<file path="src/hw/rtl/xcd_pkg.sv">
// Shared types, codes and constants for the XOR-checksum packet deframer.
package xcd_pkg;

	localparam int NUM_OPCODES_DEF = 8;
	localparam int TABLE_W         = 64;
	localparam int SLOT_W          = 3;

	// configuration register indexes
	localparam int REG_IDX_W = 2;
	localparam logic [REG_IDX_W-1:0] REG_ENABLE = 2'd0;
	localparam logic [REG_IDX_W-1:0] REG_OPCODE = 2'd1;
	localparam logic [REG_IDX_W-1:0] REG_LENGTH = 2'd2;

	// result status codes
	localparam logic [2:0] ST_MID     = 3'd0;
	localparam logic [2:0] ST_GOOD    = 3'd1;
	localparam logic [2:0] ST_BAD     = 3'd2;
	localparam logic [2:0] ST_UNKNOWN = 3'd3;
	localparam logic [2:0] ST_IGNORED = 3'd4;
	localparam logic [2:0] ST_TIMEOUT = 3'd5;

	localparam logic [7:0] MIN_LEN = 8'd2;

	typedef struct packed {
		logic               enable;
		logic [TABLE_W-1:0] opcode_table;
		logic [TABLE_W-1:0] length_table;
		logic               clear;      // asserted during a write to the enable register
	} cfg_t;

	typedef struct packed {
		logic              hit;
		logic [SLOT_W-1:0] slot;
		logic [7:0]        len;
	} match_t;

	typedef struct packed {
		logic       cmd;
		logic [7:0] data_byte;
	} item_t;

endpackage

</file>
<file path="src/hw/rtl/xcd_in_if.sv">
// Input word channel: received byte or timeout tick.
interface xcd_in_if;
	logic       valid;
	logic       ready;
	logic       cmd;
	logic [7:0] data_byte;

	modport source (output valid, output cmd, output data_byte, input ready);
	modport sink   (input valid, input cmd, input data_byte, output ready);
endinterface

</file>
<file path="src/hw/rtl/xcd_out_if.sv">
// Result word channel: echoed byte with position, slot and status.
interface xcd_out_if;
	logic       valid;
	logic       ready;
	logic [2:0] status;
	logic [7:0] echo_byte;
	logic [7:0] byte_position;
	logic [2:0] opcode_slot;

	modport source (output valid, output status, output echo_byte, output byte_position,
		output opcode_slot, input ready);
	modport sink   (input valid, input status, input echo_byte, input byte_position,
		input opcode_slot, output ready);
endinterface

</file>
<file path="src/hw/rtl/xcd_cfg.sv">
// Configuration registers with the decoder clear pulse.
module xcd_cfg
	import xcd_pkg::*;
(
	input  logic                 clk,
	input  logic                 arst_n,
	input  logic                 wr_en,
	input  logic [REG_IDX_W-1:0] wr_index,
	input  logic [TABLE_W-1:0]   wr_data,
	output cfg_t                 cfg
);

	logic               enable_q;
	logic [TABLE_W-1:0] opcode_q;
	logic [TABLE_W-1:0] length_q;

	always_ff @(posedge clk or negedge arst_n) begin
		if (!arst_n) begin
			enable_q <= 1'b1;
			opcode_q <= '0;
			length_q <= '0;
		end else begin
			if (wr_en) begin
				case (wr_index)
					REG_ENABLE: enable_q <= wr_data[0];
					REG_OPCODE: opcode_q <= wr_data;
					REG_LENGTH: length_q <= wr_data;
					default: ;
				endcase
			end
		end
	end

	assign cfg.enable       = enable_q;
	assign cfg.opcode_table = opcode_q;
	assign cfg.length_table = length_q;
	// frame state clears at the same edge as the enable write
	assign cfg.clear        = wr_en && (wr_index == REG_ENABLE);

endmodule

</file>
<file path="src/hw/rtl/xcd_match.sv">
// Parallel opcode compare with lowest-slot priority and length floor.
module xcd_match
	import xcd_pkg::*;
#(
	parameter int NUM_OPCODES = NUM_OPCODES_DEF
) (
	input  logic [7:0]         data_byte,
	input  logic [TABLE_W-1:0] opcode_table,
	input  logic [TABLE_W-1:0] length_table,
	output match_t             result
);

	logic [7:0] raw_len;

	always_comb begin
		result  = '0;
		raw_len = '0;
		// walk downwards so the lowest matching slot is the one left standing
		for (int k = NUM_OPCODES - 1; k >= 0; k--) begin
			if (opcode_table[8*k +: 8] == data_byte) begin
				result.hit  = 1'b1;
				result.slot = SLOT_W'(k);
				raw_len     = length_table[8*k +: 8];
			end
		end
		result.len = (raw_len < MIN_LEN) ? MIN_LEN : raw_len;
	end

endmodule

</file>
<file path="src/hw/rtl/xcd_core.sv">
// Frame tracking state, status decision and result register.
module xcd_core
	import xcd_pkg::*;
#(
	parameter int NUM_OPCODES = NUM_OPCODES_DEF
) (
	input  logic     clk,
	input  logic     arst_n,
	input  cfg_t     cfg,
	input  logic     item_valid,
	input  item_t    item,
	output logic     advance,
	xcd_out_if.source results
);

	logic              in_body_q;
	logic [7:0]        xor_q;
	logic [7:0]        seen_q;
	logic [7:0]        len_q;
	logic [SLOT_W-1:0] slot_q;

	logic              out_valid_q;
	logic [2:0]        status_q;
	logic [7:0]        echo_q;
	logic [7:0]        pos_q;
	logic [SLOT_W-1:0] oslot_q;

	match_t            m;

	logic              n_in_body;
	logic [7:0]        n_xor;
	logic [7:0]        n_seen;
	logic [7:0]        n_len;
	logic [SLOT_W-1:0] n_slot;
	logic [2:0]        r_status;
	logic [7:0]        r_echo;
	logic [7:0]        r_pos;
	logic [SLOT_W-1:0] r_slot;
	logic              last_byte;

	xcd_match #(.NUM_OPCODES(NUM_OPCODES)) u_match (
		.data_byte    (item.data_byte),
		.opcode_table (cfg.opcode_table),
		.length_table (cfg.length_table),
		.result       (m)
	);

	assign advance   = item_valid && (!out_valid_q || results.ready);
	assign last_byte = ({1'b0, seen_q} + 9'd1) >= {1'b0, len_q};

	always_comb begin
		n_in_body = in_body_q;
		n_xor     = xor_q;
		n_seen    = seen_q;
		n_len     = len_q;
		n_slot    = slot_q;
		r_status  = ST_MID;
		r_echo    = item.data_byte;
		r_pos     = '0;
		r_slot    = '0;
		if (!cfg.enable || item.cmd) begin
			n_in_body = 1'b0;
			n_xor     = '0;
			n_seen    = '0;
			n_len     = '0;
			n_slot    = '0;
			r_status  = cfg.enable ? ST_TIMEOUT : ST_IGNORED;
			r_echo    = cfg.enable ? 8'd0 : item.data_byte;
		end else if (!in_body_q) begin
			if (m.hit) begin
				n_in_body = 1'b1;
				n_xor     = item.data_byte;
				n_seen    = 8'd1;
				n_len     = m.len;
				n_slot    = m.slot;
				r_slot    = m.slot;
			end else begin
				r_status = ST_UNKNOWN;
			end
		end else begin
			r_pos  = seen_q;
			r_slot = slot_q;
			if (last_byte) begin
				r_status  = (xor_q == item.data_byte) ? ST_GOOD : ST_BAD;
				n_in_body = 1'b0;
				n_xor     = '0;
				n_seen    = '0;
				n_len     = '0;
				n_slot    = '0;
			end else begin
				n_xor  = xor_q ^ item.data_byte;
				n_seen = seen_q + 8'd1;
			end
		end
	end

	always_ff @(posedge clk or negedge arst_n) begin
		if (!arst_n) begin
			in_body_q <= 1'b0;
			xor_q     <= '0;
			seen_q    <= '0;
			len_q     <= '0;
			slot_q    <= '0;
		end else if (cfg.clear) begin
			in_body_q <= 1'b0;
			xor_q     <= '0;
			seen_q    <= '0;
			len_q     <= '0;
			slot_q    <= '0;
		end else if (advance) begin
			in_body_q <= n_in_body;
			xor_q     <= n_xor;
			seen_q    <= n_seen;
			len_q     <= n_len;
			slot_q    <= n_slot;
		end
	end

	always_ff @(posedge clk or negedge arst_n) begin
		if (!arst_n) begin
			out_valid_q <= 1'b0;
		end else if (advance) begin
			out_valid_q <= 1'b1;
		end else if (results.ready) begin
			out_valid_q <= 1'b0;
		end
	end

	always_ff @(posedge clk) begin
		if (advance) begin
			status_q <= r_status;
			echo_q   <= r_echo;
			pos_q    <= r_pos;
			oslot_q  <= r_slot;
		end
	end

	assign results.valid         = out_valid_q;
	assign results.status        = status_q;
	assign results.echo_byte     = echo_q;
	assign results.byte_position = pos_q;
	assign results.opcode_slot   = oslot_q;

endmodule

</file>
<file path="src/hw/rtl/xor_checksum_packet_deframer.sv">
// Top level of the XOR-checksum packet deframer: input register, config and core.
//
//   channel   dir   handshake      words
//   bytes     in    valid/ready    cmd, data_byte
//   results   out   valid/ready    status, echo_byte, byte_position, opcode_slot
//   wr_*      in    wr_en only     wr_index, wr_data (64 bit)
//
// One word per cycle sustained while the result channel is not stalled; a word
// is held in the input register at acceptance, then the decision and frame
// state update load the result register when the core advances.
// arst_n clears the frame state, the valid flags and the config to its defaults.
// A stalled result holds both stages; the input stage frees as soon as it moves on.
module xor_checksum_packet_deframer
	import xcd_pkg::*;
#(
	parameter int NUM_OPCODES = NUM_OPCODES_DEF
) (
	input  logic                 clk,
	input  logic                 arst_n,
	input  logic                 wr_en,
	input  logic [REG_IDX_W-1:0] wr_index,
	input  logic [TABLE_W-1:0]   wr_data,
	xcd_in_if.sink               bytes,
	xcd_out_if.source            results
);

	cfg_t  cfg;
	logic  valid_s1;
	item_t item_s1;
	logic  advance;

	xcd_cfg u_cfg (
		.clk      (clk),
		.arst_n   (arst_n),
		.wr_en    (wr_en),
		.wr_index (wr_index),
		.wr_data  (wr_data),
		.cfg      (cfg)
	);

	assign bytes.ready = !valid_s1 || advance;

	always_ff @(posedge clk or negedge arst_n) begin
		if (!arst_n) begin
			valid_s1 <= 1'b0;
		end else if (bytes.ready) begin
			valid_s1 <= bytes.valid;
		end
	end

	always_ff @(posedge clk) begin
		if (bytes.valid && bytes.ready) begin
			item_s1.cmd       <= bytes.cmd;
			item_s1.data_byte <= bytes.data_byte;
		end
	end

	xcd_core #(.NUM_OPCODES(NUM_OPCODES)) u_core (
		.clk        (clk),
		.arst_n     (arst_n),
		.cfg        (cfg),
		.item_valid (valid_s1),
		.item       (item_s1),
		.advance    (advance),
		.results    (results)
	);

endmodule
</file>
<file path="src/flat_wrapper.sv">
// flat-port wrapper written by rule: the top's interface ports become plain ports
module xor_checksum_packet_deframer_flat import xcd_pkg::*;
#(
	parameter int NUM_OPCODES = NUM_OPCODES_DEF
)
  (clk, arst_n, wr_en, wr_index, wr_data, bytes_valid, bytes_cmd, bytes_data_byte, bytes_ready, results_valid, results_status, results_echo_byte, results_byte_position, results_opcode_slot, results_ready);
  xcd_in_if bytes_i ();
  xcd_out_if results_i ();
  input  logic clk;
  input  logic arst_n;
  input  logic wr_en;
  input  logic [REG_IDX_W-1:0] wr_index;
  input  logic [TABLE_W-1:0] wr_data;
  input wire logic [$bits(bytes_i.valid)-1:0] bytes_valid;
  input wire logic [$bits(bytes_i.cmd)-1:0] bytes_cmd;
  input wire logic [$bits(bytes_i.data_byte)-1:0] bytes_data_byte;
  output wire logic [$bits(bytes_i.ready)-1:0] bytes_ready;
  output wire logic [$bits(results_i.valid)-1:0] results_valid;
  output wire logic [$bits(results_i.status)-1:0] results_status;
  output wire logic [$bits(results_i.echo_byte)-1:0] results_echo_byte;
  output wire logic [$bits(results_i.byte_position)-1:0] results_byte_position;
  output wire logic [$bits(results_i.opcode_slot)-1:0] results_opcode_slot;
  input wire logic [$bits(results_i.ready)-1:0] results_ready;
  assign bytes_i.valid = bytes_valid;
  assign bytes_i.cmd = bytes_cmd;
  assign bytes_i.data_byte = bytes_data_byte;
  assign bytes_ready = bytes_i.ready;
  assign results_valid = results_i.valid;
  assign results_status = results_i.status;
  assign results_echo_byte = results_i.echo_byte;
  assign results_byte_position = results_i.byte_position;
  assign results_opcode_slot = results_i.opcode_slot;
  assign results_i.ready = results_ready;
  xor_checksum_packet_deframer #(.NUM_OPCODES(NUM_OPCODES)) u_core (.clk(clk), .arst_n(arst_n), .wr_en(wr_en), .wr_index(wr_index), .wr_data(wr_data), .bytes(bytes_i), .results(results_i));
endmodule
</file>
<file path="config.mk">
export PLATFORM = sky130hd
export DESIGN_NAME = xor_checksum_packet_deframer_flat
export DESIGN_NICKNAME = d
export VERILOG_FILES = /design/src/hw/rtl/xcd_pkg.sv /design/src/hw/rtl/xcd_in_if.sv /design/src/hw/rtl/xcd_out_if.sv /design/src/hw/rtl/xcd_cfg.sv /design/src/hw/rtl/xcd_match.sv /design/src/hw/rtl/xcd_core.sv /design/src/hw/rtl/xor_checksum_packet_deframer.sv /design/src/flat_wrapper.sv
export SDC_FILE = /design/constraint.sdc
export NUM_CORES = 1
export LEC_CHECK = 0
export ABC_AREA = 1
export BUFFER_PORTS_ARGS = -buffer_cell sky130_fd_sc_hd__buf_2
export CORE_UTILIZATION = 54
export CTS_CLUSTER_DIAMETER = 40
export DETAILED_ROUTE_END_ITERATION = 16
export GPL_TIMING_DRIVEN = 1
export PLACE_DENSITY_LB_ADDON = 0.15
export REMOVE_ABC_BUFFERS = 1
export SLEW_MARGIN = 25
export SYNTH_ARGS = -nofsm -noshare
export SYNTH_HDL_FRONTEND = slang
export SYNTH_HIERARCHICAL = 1
export SYNTH_SLANG_ARGS = --single-unit
</file>
<file path="constraint.sdc">
create_clock -name clk -period 2.58 [get_ports clk]
set_input_delay 0.129 -clock clk [delete_from_list [all_inputs] [get_ports clk]]
set_output_delay 0.129 -clock clk [all_outputs]
set_load 0.02 [all_outputs]
</file>
-- Yosys cells after proc, flatten, opt, wreduce, memory -nomap -nowiden
Cells that the tools add are included.
- order comparisons: 2
- add/subtract/negate cells: 2
- equality and inequality tests: 12
- reductions and logical operators: 19
- multiplexer cells: 59
- bitwise operators: 2
- operators by type and width (cell ; count):
    8-bit 2-to-1 mux ; 29
    8-bit == test ; 9
    4-bit 2-to-1 mux ; 8
    3-bit 2-to-1 mux ; 10
    8-bit by 1-bit adder with 9-bit output, second input constant ; 1
    9-bit by 8-bit greater-or-equal comparator with 1-bit output ; 1
    1-bit 2-to-1 mux ; 9
    8-bit by 1-bit adder with 8-bit output, second input constant ; 1
    8-bit by 2-bit < comparator with 1-bit output, second input constant ; 1
    2-bit AND reduction ; 4
    8-bit XOR ; 1
    2-bit 2-to-1 mux ; 3
    4-bit by 2-bit != test with 1-bit output, second input constant ; 1
    2-bit nonzero test ; 2
    4-bit nonzero test ; 1
    1-bit logical AND ; 3
    1-bit zero test ; 3
    1-bit logical OR ; 3
    3-bit AND reduction ; 1
    2-bit by 1-bit == test with 1-bit output, second input constant ; 1
    2-bit == test, second input constant ; 1
    2-bit zero test ; 1
    2-bit OR reduction ; 1
    1-bit NOT ; 1
- register bits: 190
- output and inout port bits: 24
- logic and storage cells: 112
- bits of input ports: 80

-- Logic depth before layout (Yosys ltp)
Gate-level depths: netlist of the first run.
- depth after elaboration: 16
- gate-level depth with buffers: 24
- mapped depth without buffers: 23

-- Cells and area by module
Netlist of the first run, hierarchy kept.
- by module, submodules not included (module ; area each (um^2) ; cells an instance ; sequential area each (um^2) ; instances):
    xcd_cfg ; 5333.9 ; 579 ; 3229.3 ; 1
    xcd_core ; 2768.9 ; 329 ; 1386.3 ; 1
    xcd_match ; 2048.2 ; 413 ; 0.0 ; 1
    xor_checksum_packet_deframer ; 315.3 ; 15 ; 295.3 ; 1

-- Worst setup path before layout of the first run
No wires, ideal clock.
- path type: reg-to-reg
- start point: reg u_core.u_core.out_valid_q, in the netlist u_core/u_core/results.valid
- end point: reg, netlist name u_core/item_s1[0]
- setup slack: -0.197 ns
- required time: 2.202 ns
- period minus slack after synthesis: 2.777 ns
- cell stages (with the launch flop): 4
- data arrival time: 2.399 ns
- buffers on the path: 0
- cells stage by stage: dfrtp_1 a21oi_1 inv_1 a21oi_1
- cells in the longest elaborated chain, start to end: 5
- RTL lines (what ; RTL line ; source):
    start, declared ; xcd_core.sv:22 ; logic out_valid_q;
    start signal, assigned ; xcd_core.sv:121 ; out_valid_q <= 1'b0;
    start signal, assigned ; xcd_core.sv:123 ; out_valid_q <= 1'b1;
    start signal, assigned ; xcd_core.sv:125 ; out_valid_q <= 1'b0;
    1-bit zero test ; xcd_core.sv:48 ; assign advance = item_valid && (!out_valid_q || results.ready);
    1-bit logical OR ; xcd_core.sv:48 ;
    1-bit logical AND ; xcd_core.sv:48 ;
    named net u_core.advance ; xor_checksum_packet_deframer.sv:30 ; logic advance;
    1-bit logical OR ; xor_checksum_packet_deframer.sv:41 ; assign bytes.ready = !valid_s1 || advance;
    1-bit logical AND ; xor_checksum_packet_deframer.sv:52 ; if (bytes.valid && bytes.ready) begin
The timed path passes the listed nets, and every way through them passes these cells.
A chain may end at the register's enable or synchronous reset.

==> results of run 1 <==
==> power by group through the flow <==
stage,Clock (mW),Combinational [mW],Sequential (mW)
global placement,0,1.33,3.78
CTS,2.64,1.46,3.74
floorplan,0,0.777,3.74
detailed placement,0,1.36,3.79
finish,2.61,1.56,3.75
global route,2.75,1.73,3.79
==> logic make-up after synthesis <==
group | share of synthesized area, %
compound gates | 2.32
xor+xnor | 2.93
fa+ha+maj | 1.08
buf+inv | 9.86
flops | 46.9
simple gates | 36.9
==> state kept, by name, indices dropped and copies added (netlist names) <==
| register | count |
|---|---|
| u_core/u_core/seen_q | 8 |
| u_core/u_core/results.status | 3 |
| u_core/u_cfg/enable_q | 1 |
| u_core/item_s1 | 9 |
| u_core/u_core/results.opcode_slot | 3 |
| u_core/u_core/slot_q | 3 |
| u_core/u_core/xor_q | 8 |
| u_core/u_core/in_body_q | 1 |
| u_core/valid_s1 | 1 |
| u_core/u_core/len_q | 8 |
| u_core/u_cfg/opcode_q | 64 |
| u_core/u_core/results.valid | 1 |
| u_core/u_cfg/length_q | 64 |
| u_core/u_core/results.byte_position | 8 |
| u_core/u_core/results.echo_byte | 8 |
==> cells in the final DEF (no fill, tap or decap), drive strengths merged <==
master	n
a21boi	3
clkbuf	22
buf	161
dfstp	1
xnor2	22
dlygate4sd3	76
or2	12
nand4	157
nor2	83
xor2	13
clkinv	7
dfrtp	158
a31oi	1
nand3b	5
edfxtp	31
bufinv	1
o211ai	1
clkinvlp	1
o22ai	6
nand2	543
ha	9
o21ai	14
nor3	8
nand3	41
inv	135
a21oi	17
==> routing by layer <==
metal	part of all wire (%)	vias to the layer above	wire length, um	GRT usage [%]
li1	-	4666	-	-
met5	0	-	0	0
met4	2.5	0	776	12.5
met3	7.2	56	2190	4.45
met2	48	458	14800	51.7
met1	42	4579	12800	41.6
==> per-stage QoR <==
stage                     power [mW]  instance area [um2]
after floorplan                 4.52                 9960
after global placement          5.11                11200
after detailed placement        5.14                11200
after CTS                       7.84                12600
after global routing            8.27                12900
final                           7.91                12900
==> Yosys cell counts, drive strengths merged <==
cell	instances	area, um2
nor3	8	61.3
inv	132	521
a31oi	1	12.5
nand2	543	2090
a21boi	3	22.5
buf	77	500
o211ai	1	7.51
xor2	13	114
ha	9	113
dfstp	1	26.3
xnor2	22	193
nand3b	5	37.5
nand4	157	997
clkinv	1	3.75
nand3	41	245
o22ai	6	37.5
nor2	82	354
edfxtp	31	931
a21oi	17	92.6
dfrtp	158	3950
or2	12	75.1
clkbuf	2	7.51
o21ai	14	70.1
==> final timing paths <==
path                                                     to  slack, ps
worst max-delay path                 u_core/u_core/len_q[0]         -4
worst min-delay path              u_core/u_cfg/length_q[30]         60
worst max register to register       u_core/u_core/len_q[0]         -4
worst min register to register       u_core/u_core/len_q[5]        480
max in group asynchronous           u_core/u_core/seen_q[0]       1530
min in group asynchronous       u_core/u_core/results.valid        220
==> worst max-delay path, stage by stage, from the launching register on <==
cell	delay (ps)
edfxtp_1	570
inv_6	70
nand2_1	70
nand4_1	210
nor3_4	240
nand2_2	110
buf_6	150
inv_2	80
nor2_1	50
nor2_1	90
nand2_1	80
a21oi_2	150
nor2_1	60
nand2_1	110
nor2_1	50
nor2_1	110
inv_1	50
nor2_1	80
nand3_1	90
nand2_1	70
==> layout make-up <==
type                       count  area (um2)
sequential                   190        4910
timing repair buffer         238        1870
tap                          260         325
inverter                     133         532
clock inverter                11         105
clock buffer                  21         472
multi-input combinational    935        4640
fill                        1568        5980
==> repair_timing <==
item                                    CTS  global route
pin swaps                                 7            19
hold buffers                             76             0
cloned                                    0             2
endpoints found under the setup margin   11            30
gates resized for setup                   5            37
setup buffers                             6            13
hold endpoints to repair                189             0
==> impl_results.md, run 1 <==
* Final min period at about 2600 ps
* Max-Cap Viols at 0
* Post-route DRC at 0
* Post-route insts no fill at about 1800
* I/O Buffers at 103
* Status: complete, but fails checks
* Row count at 50
* Post-route setup TNS at -3.87 ps
* Failing checks: setup timing
* R2R cell count at 19
* Normalized max-slew margin at between 30% and 40%
* Core area at 18800 um2
* # setup viols final at 1
* Pwr per Cell Area at approximately 620 nW/um2
* Pint at around 5.5 mW
* GRT overflow at 0
* Share of post-route cells with drive strength above 1 at a little under a fifth
* Inst Count DP at 1659
* CTS sink cnt at between 150 and 200
* Hold wc startpoint: wr_index[1]
* H-tree depth reported by CTS at 4
* Final Core Density at 68.2%
* Switch Pwr at approximately 2.5 mW
* Worst setup EP type: flop
* Final worst path period share at 100%
* Antenna violations before repair at 0
* ANT nets after route at 0
* CP Max Fanout at 7
* Pre-CTS setup slack at -98.3 ps
* 1st-iter DRT viols at approximately 960
* Reg clk slew, reported paths at 70 ps
* VDD IR-drop max at roughly 0.47 mV
* Clk buf depth at 2
* Final Max Tran Viols at 0
* Number of CTS-inserted buffers at 17
* Worst Path Required at about 3000 ps
* Achievable clock frequency at 387 MHz
* Antenna fix cells at 0
* Crit path from: u_core/item_s1[1]
* Synthesized area at ~10000 um2
* Avg WL per Cell at between 15 and 20 um
* Via-to-Cell Ratio at around 5.5
* Final WS setup at -3.87 ps
* Number of synthesized register bits at 190
* CTS tree: done
* Synth cell types at 42
* Total number of vias at between 9000 and 10000
* Starting Density at approximately 56%
* First-pass GRT wire length at ~48000 um
* Worst skew pair latency at approximately 440 ps
* Pin count of the biggest net entering global routing at roughly 100
* Clock power share at about a third
* Clk root buf: clkbuf_16
* DPL Wire Length at 19400 um
* Final hold vios at 0
* Final net count at about 1600
* Routed WL at about 31000 um
* Drt pass-1 iters at 5
* Unrepaired setup endpoints after global routing: true
* Crit path launch type: flop
* Number of global-route vias before repair at ~9100
* Synthesis-to-layout area growth at 22.8%
* FF-to-FF Start: u_core/item_s1[1]
* Worst-Margin Slew at 985 ps
* Combinational share of power at around a fifth
* Synth warn at 6
* Sequential fraction of the synthesis area at between 40% and 50%
* Syn avg cell area at ~7.8 um2
* Num ports at 104
* GPL Wtd Cong at around 0.94
* Die height at 141 um
* Mapped Cells at approximately 1300
* Worst EP arrival at between 2000 and 3000 ps
* Switching Share at 31.0%
* Class of the most critical setup path: reg2reg
* Worst Clk Skew at between 9 and 10 ps
* Leak pwr at ~6.6 nW
* Die X at 141 um
* Hold Path Depth at 3
* Tot GR Track Use at between 30% and 40%
* Sequential Power Share at 47.3%
* Hold Worst Slack at between 50 and 60 ps
* Die area at around 20000 um2
* Type of the most critical hold path: in2reg
Note: power is estimated with default switching activity, not from simulation.
==> run 2, diff against run 1 <==
- PLACE_DENSITY: not set -> 0.82
- PLACE_DENSITY_LB_ADDON: 0.15 -> not set
==> impl_results.md, run 2 (synthesized netlist as in run 1, its figures left out) <==
* Clk root buf: clkbuf_16
* Worst Path Required at just under 3000 ps
* Reg clk slew, reported paths at roughly 70 ps
* Status: complete, no violations
* Die area at between 15000 and 20000 um2
* Post-route insts no fill at 1783
* Num ports at roughly 100
* Met3 WL at approximately 2500 um
* Final Max Tran Viols at 0
* Worst EP arrival at ~2900 ps
* Die height at 141 um
* Final Core Density at just under 70%
* DPL Wire Length at slightly below 20000 um
* Antenna violations before repair at 0
* GPL Wtd Cong at 0.936
* Via-to-Cell Ratio at 5.57
* Unrepaired setup endpoints after global routing: true
* Crit-path most repeated cell: nand2_1
* 1st-iter DRT viols at roughly 1100
* I/O Buffers at ~100
* Avg WL per Cell at 17.0 um
* First-pass GRT wire length at slightly below 50000 um
* Worst Clk Skew at around 9.4 ps
* Cell family contributing the most delay on the critical path: simple AND/OR/NAND/NOR gates
* # setup viols final at 0
* Achievable clock frequency at between 300 and 400 MHz
* Pwr per Cell Area at ~630 nW/um2
* WL met2 at roughly 15000 um
* Tot GR Track Use at 31.3%
* Row count at 50
* Crit path launch type: flop
* Final net count at between 1500 and 2000
* CP max stage delay at ~420 ps
* Antenna fix cells at 0
* Routed WL at a little over 30000 um
* Commonest non-fill, non-tap cell in the layout: nand2_1
* Max-Cap Viols at 0
* H-tree depth reported by CTS at 4
* Critical-path cell list: buf_12 > xnor2_1 > nand2_1 > nor2_2 > nand2_2 > buf_12 > nand3_2 > nand2_1 > nand2_1 > nand2_1 > nand2_1 > nand2_1 > nand2_1 > nand2_1 > nor2_1 > nand2_1 > o21ai_1 > inv_1 > nor2_1 > nand3_1 > nand2_1
* CTS sink cnt at between 150 and 200
* Hold Worst Slack at ~16 ps
* Buf+Inv Stages, Crit Path at 3
* Class of the most critical setup path: reg2reg
* Clk buf depth at 2
* Final hold vios at 0
* Number of global-route vias before repair at 9361
* VDD IR-drop max at a little over 0.5 mV
* Normalized max-slew margin at 50.8%
* ANT nets after route at 0
* Die X at between 100 and 150 um
* Drt pass-1 iters at 6
* Number of CTS-inserted buffers at 17
* Post-route DRC at 0
* Worst-Margin Slew at around 740 ps
* Worst setup EP type: flop
* Inst Count DP at between 1500 and 2000
* Worst skew pair latency at 440 ps
* Final min period at roughly 2500 ps
* Commonest non-fill, non-tap cells in the layout: nand2_1, dfrtp_1, nand4_1
* Core area at ~19000 um2
* Top sig layer: met4
* Type of the most critical hold path: in2reg
* Final worst path period share at 97.5%
* Number of filler cells placed in the layout at approximately 1500
* Slowest-stage cell, CP: edfxtp_1
* Starting Density at a little under three fifths
* CP Max Fanout at 10
* Synthesis-to-layout area growth at 22.7%
* Total number of vias at between 9000 and 10000
* Share of post-route cells with drive strength above 1 at between 10% and 20%
* WL met1 at approximately 12000 um
* GRT overflow at 0
* Leak pwr at between 6 and 7 nW
* CTS tree: done
* Largest regs: u_core/u_cfg/length_q x64, u_core/u_cfg/opcode_q x64, u_core/item_s1 x9
* Pin count of the biggest net entering global routing at 70
## run 2: cell count changes in the layout (fill, tap and decap cells not counted), moves of 3 or more
cell	before	now
o21ai_1	7	11
bufinv_16	1	4
inv_6	4	7
nand2_2	18	15
## run 2: final timing paths
check | from | end | slack [ps] | cells after the start
max in group asynchronous | arst_n | u_core/u_cfg/opcode_q[23] | 1670 | 3
setup / recovery | u_core/item_s1[3] | u_core/u_core/len_q[1] | 70 | 21
hold reg to reg | u_core/u_cfg/length_q[58] | u_core/u_cfg/length_q[58] | 470 | 2
min in group asynchronous | arst_n | u_core/valid_s1 | 180 | 2
setup reg to reg | u_core/item_s1[3] | u_core/u_core/len_q[1] | 70 | 21
hold / removal | wr_data[26] | u_core/u_cfg/length_q[26] | 20 | 3
## run 2: repair_timing
action / CTS / global route
pin swaps: 0 / 16
resized for setup: 0 / 39
endpoints found under the setup margin: 21 / 33
setup buffers: 2 / 13
endpoints found under the hold margin: 167 / 0
hold buffers: 75 / 0
## run 2: layout make-up
| type | count | area (um2) | area share [%] |
|---|---|---|---|
| Clock buffer | 20 | 437 | 3.40 |
| Tap cell | 260 | 325 | 2.53 |
| Inverter | 133 | 529 | 4.12 |
| Timing Repair Buffer | 234 | 1830 | 14.3 |
| Clock inverter | 12 | 181 | 1.41 |
| Sequential cell | 190 | 4910 | 38.2 |
| Multi-Input combinational cell | 934 | 4630 | 36.0 |
## run 2: worst reg2reg max path, stage by stage, from the launching register on
cell and delay (ps):
edfxtp_1 420, buf_12 170, xnor2_1 190, nand2_1 120, nor2_2 160, nand2_2 100
buf_12 150, nand3_2 70, nand2_1 50, nand2_1 60, nand2_1 50, nand2_1 90
nand2_1 60, nand2_1 60, nand2_1 70, nor2_1 110, nand2_1 70, o21ai_1 140
inv_1 50, nor2_1 100, nand3_1 100, nand2_1 70
## run 2: report_power, final
group	leakage [nW]	internal [mW]	total [mW]	switching [mW]
clock	0.300	1.63	2.80	1.17
combinational	4.01	0.608	1.58	0.968
sequential	2.32	3.44	3.76	0.322
## run 2: routing by layer
metal / track usage (%) / vias up
li1: - / 4664
met1: 40.8 / 4696
met2: 51.6 / 510
met3: 6.39 / 70
met4: 11.7 / 0
met5: 0 / -
## run 2: metrics by stage
step / power, mW / setup slack (ps) / cell area, um2 / setup TNS [ps]
6_report: 8.14 / 65.5 / 12800 / 0
2_1_floorplan: 4.52 / -413 / 9960 / -6460
4_1_cts: 8.05 / 3.48 / 12600 / 0
3_3_place_gp: 5.12 / -3.03 / 11200 / -9.84
3_5_place_dp: 5.17 / -112 / 11200 / -1110
5_1_grt: 8.49 / -36.8 / 12800 / -124
==> run 3, diff against run 2 <==
- ABC_AREA: 1 -> not set
==> impl_results.md, run 3 <==
* Worst-Margin Slew at around 740 ps
* Worst Hold End: u_core/u_core/results.valid
* Cell family contributing the most delay on the critical path: simple AND/OR/NAND/NOR gates
* # setup viols final at 30
* VDD IR-drop max at about 0.50 mV
* Most common library cells after synthesis: dfrtp_1, mux2_4, xnor2_1
* DPL Wire Length at between 15000 and 20000 um
* Area of the multi-input gates at slightly below 5000 um2
* Mapped Cells at a little over 700
* Achievable clock frequency at 340 MHz
* CP Max Fanout at 7
* Slowest-stage cell, CP: edfxtp_1
* Core area at between 15000 and 20000 um2
* Hold wc startpoint: results_ready
* Sequential fraction of the synthesis area at 49.5%
* Number of filler cells placed in the layout at between 1000 and 1500
* Post-route DRC at 0
* Synthesized area at 9920 um2
* Starting Density at roughly 55%
* Avg WL per Cell at 23.2 um
* Antenna fix cells at 0
* Crit path launch type: flop
* Syn avg cell area at between 10 and 15 um2
* Pre-CTS setup slack at -347 ps
* Antenna violations before repair at 0
* Worst skew pair latency at between 400 and 500 ps
* Hold Path Depth at 3
* Worst setup EP type: flop
* Total number of vias at 7299
* Num ports at around 100
* Synth warn at 6
* Final worst path period share at 114%
* Top-count cell post-synth: dfrtp_1
* Final Max Tran Viols at 0
* FF-to-FF Start: u_core/item_s1[6]
* First-pass GRT wire length at 43700 um
* Worst EP arrival at between 3000 and 4000 ps
* DP Area at 11100 um2
* Unrepaired setup endpoints after global routing: true
* Commonest non-fill, non-tap cell in the layout: dfrtp_1
* Final Instance Area at 13200 um2
* Pin count of the biggest net entering global routing at between 80 and 90
* Class of the most critical setup path: reg2reg
* Final net count at approximately 1100
* Synth area leader: dfrtp_1
* Number of CTS-inserted buffers at 17
* Share of post-route cells with drive strength above 1 at around 47%
* Die height at ~140 um
* I/O Buffers at between 100 and 150
* Worst Clk Skew at between 10 and 15 ps
* Worst reg2reg endpoint: u_core/u_core/len_q[0]
* Largest regs: u_core/u_cfg/length_q x64, u_core/u_cfg/opcode_q x64, u_core/item_s1 x9
* CTS sink cnt at 190
* Number of global-route vias before repair at 7672
* Clk root buf: clkbuf_16
* Pwr per Cell Area at ~650 nW/um2
* ANT nets after route at 0
* Final hold vios at 0
* Reg clk slew, reported paths at ~70 ps
* Post-synthesis async set-or-reset flop share at between 80% and 90%
* Die area at between 15000 and 20000 um2
* Type of the most critical hold path: in2reg
* Commonest non-fill, non-tap cells in the layout: dfrtp_1, mux2_4, buf_2
* GRT overflow at 0
* Failing checks: setup timing
* Final WS setup at -360 ps
* Reg area at around 4900 um2
* Leak pwr at 6.19 nW
* Row count at 49
* GPL Wtd Cong at roughly 0.9
* Routed WL at ~29000 um
* Tot GR Track Use at a little under a third
* CTS tree: done
* Clk buf depth at 2
* Post-synth EDFFs at 31
* Top cell type's share of synthesized area at between 30% and 40%
* Buf+Inv Stages, Crit Path at 3
* Drt pass-1 iters at 5
* Synthesis-to-layout area growth at 32.9%
* Synth cell types at 70
* CP max stage delay at roughly 420 ps
* Number of synthesized register bits at 190
* 1st-iter DRT viols at 770
* H-tree depth reported by CTS at 4
* Critical-path cell list: buf_12 > buf_4 > xnor2_2 > nand4_1 > or2_4 > nor3_1 > nor3_1 > a221oi_2 > buf_4 > o31a_1 > a211oi_2 > a22o_1
* Top cells by area, synth: dfrtp_1, mux2_4, edfxtp_1
* Max-Cap Viols at 0
* Setup slack, reg-to-reg at -360 ps
* Status: complete, but fails checks
* R2R cell count at 12
* Via-to-Cell Ratio at 5.88
* Final min period at 2940 ps
* Die X at 138 um
* Worst Path Required at 2910 ps
* Normalized max-slew margin at 50.5%
* Most used flip-flop cell after synthesis: dfrtp_1
==> run 3: timing repair <==
item | 4_1_cts | 5_1_grt
hold buffers | 75 | 0
hold endpoints to repair | 215 | 0
endpoints found under the setup margin | 31 | 33
pin swaps | 34 | 19
cloned | 1 | 0
resized for setup | 86 | 24
setup buffers | 23 | 4
==> run 3: worst max path at each step <==
stage                          endpoint               from  depth (start not counted)  slack (ps)
2_1_floorplan  u_core/u_cfg/length_q[0]        wr_index[0]                          2        -980
3_3_place_gp     u_core/u_core/len_q[1]  u_core/item_s1[5]                         12        -300
3_5_place_dp     u_core/u_core/len_q[0]  u_core/item_s1[5]                         11        -350
4_1_cts          u_core/u_core/len_q[0]  u_core/item_s1[1]                         10        -180
5_1_grt          u_core/u_core/len_q[0]  u_core/item_s1[6]                         12        -420
6_report         u_core/u_core/len_q[0]  u_core/item_s1[6]                         12        -360
==> run 3: per-layer routing <==
layer	GRT usage, %	part of all wire, %	wire (um)	up-vias
met2	52.6	49	14200	338
met5	0	0	0	-
met1	39.8	40	11500	3653
met4	17.4	5.1	1480	0
met3	5.92	5.5	1580	104
li1	-	-	-	3204
==> run 3: cell families after synthesis <==
| family | synth area share [%] |
|---|---|
| multiplexers | 19.2 |
| AND/OR/NAND/NOR | 9.25 |
| buffers and inverters | 5.21 |
| AO/OA/AOI/OAI | 8.82 |
| flip-flops | 49.5 |
| adder cells (fa/ha/maj) | 1.14 |
| XOR/XNOR | 6.89 |
==> run 3: layout make-up <==
type	count	area share [%]
Tap cell	229	2.17
Timing Repair Buffer	300	17.9
Multi-Input combinational cell	478	37.7
Sequential cell	190	37.2
Inverter	13	0.370
Clock buffer	18	3.33
Clock inverter	14	1.27
==> run 3: through the flow <==
step                      std cells  power, mW  TNS (ps)  hold WS (ps)  util (%)
final                          1242       8.54     -5130          28.0      73.4
after global routing           1242       8.83     -7870          37.4      73.4
after floorplan                 681       4.86   -141990          -167         -
after CTS                      1238       8.44     -1250          1.33      72.5
after global placement         1110       5.40     -3290           216      61.5
after detailed placement       1110       5.48     -4650           219      61.5
==> run 3: worst min-delay path, stage by stage <==
cell,delay (ps)
buf_2,70
nand2b_1,150
nand2b_1,70
==> run 3: power breakdown <==
group	leakage (nW)	total, mW	internal, mW	switching (mW)
logic	3.65	1.88	1.07	0.810
clock network	0.301	2.74	1.49	1.25
registers	2.24	3.92	3.50	0.421
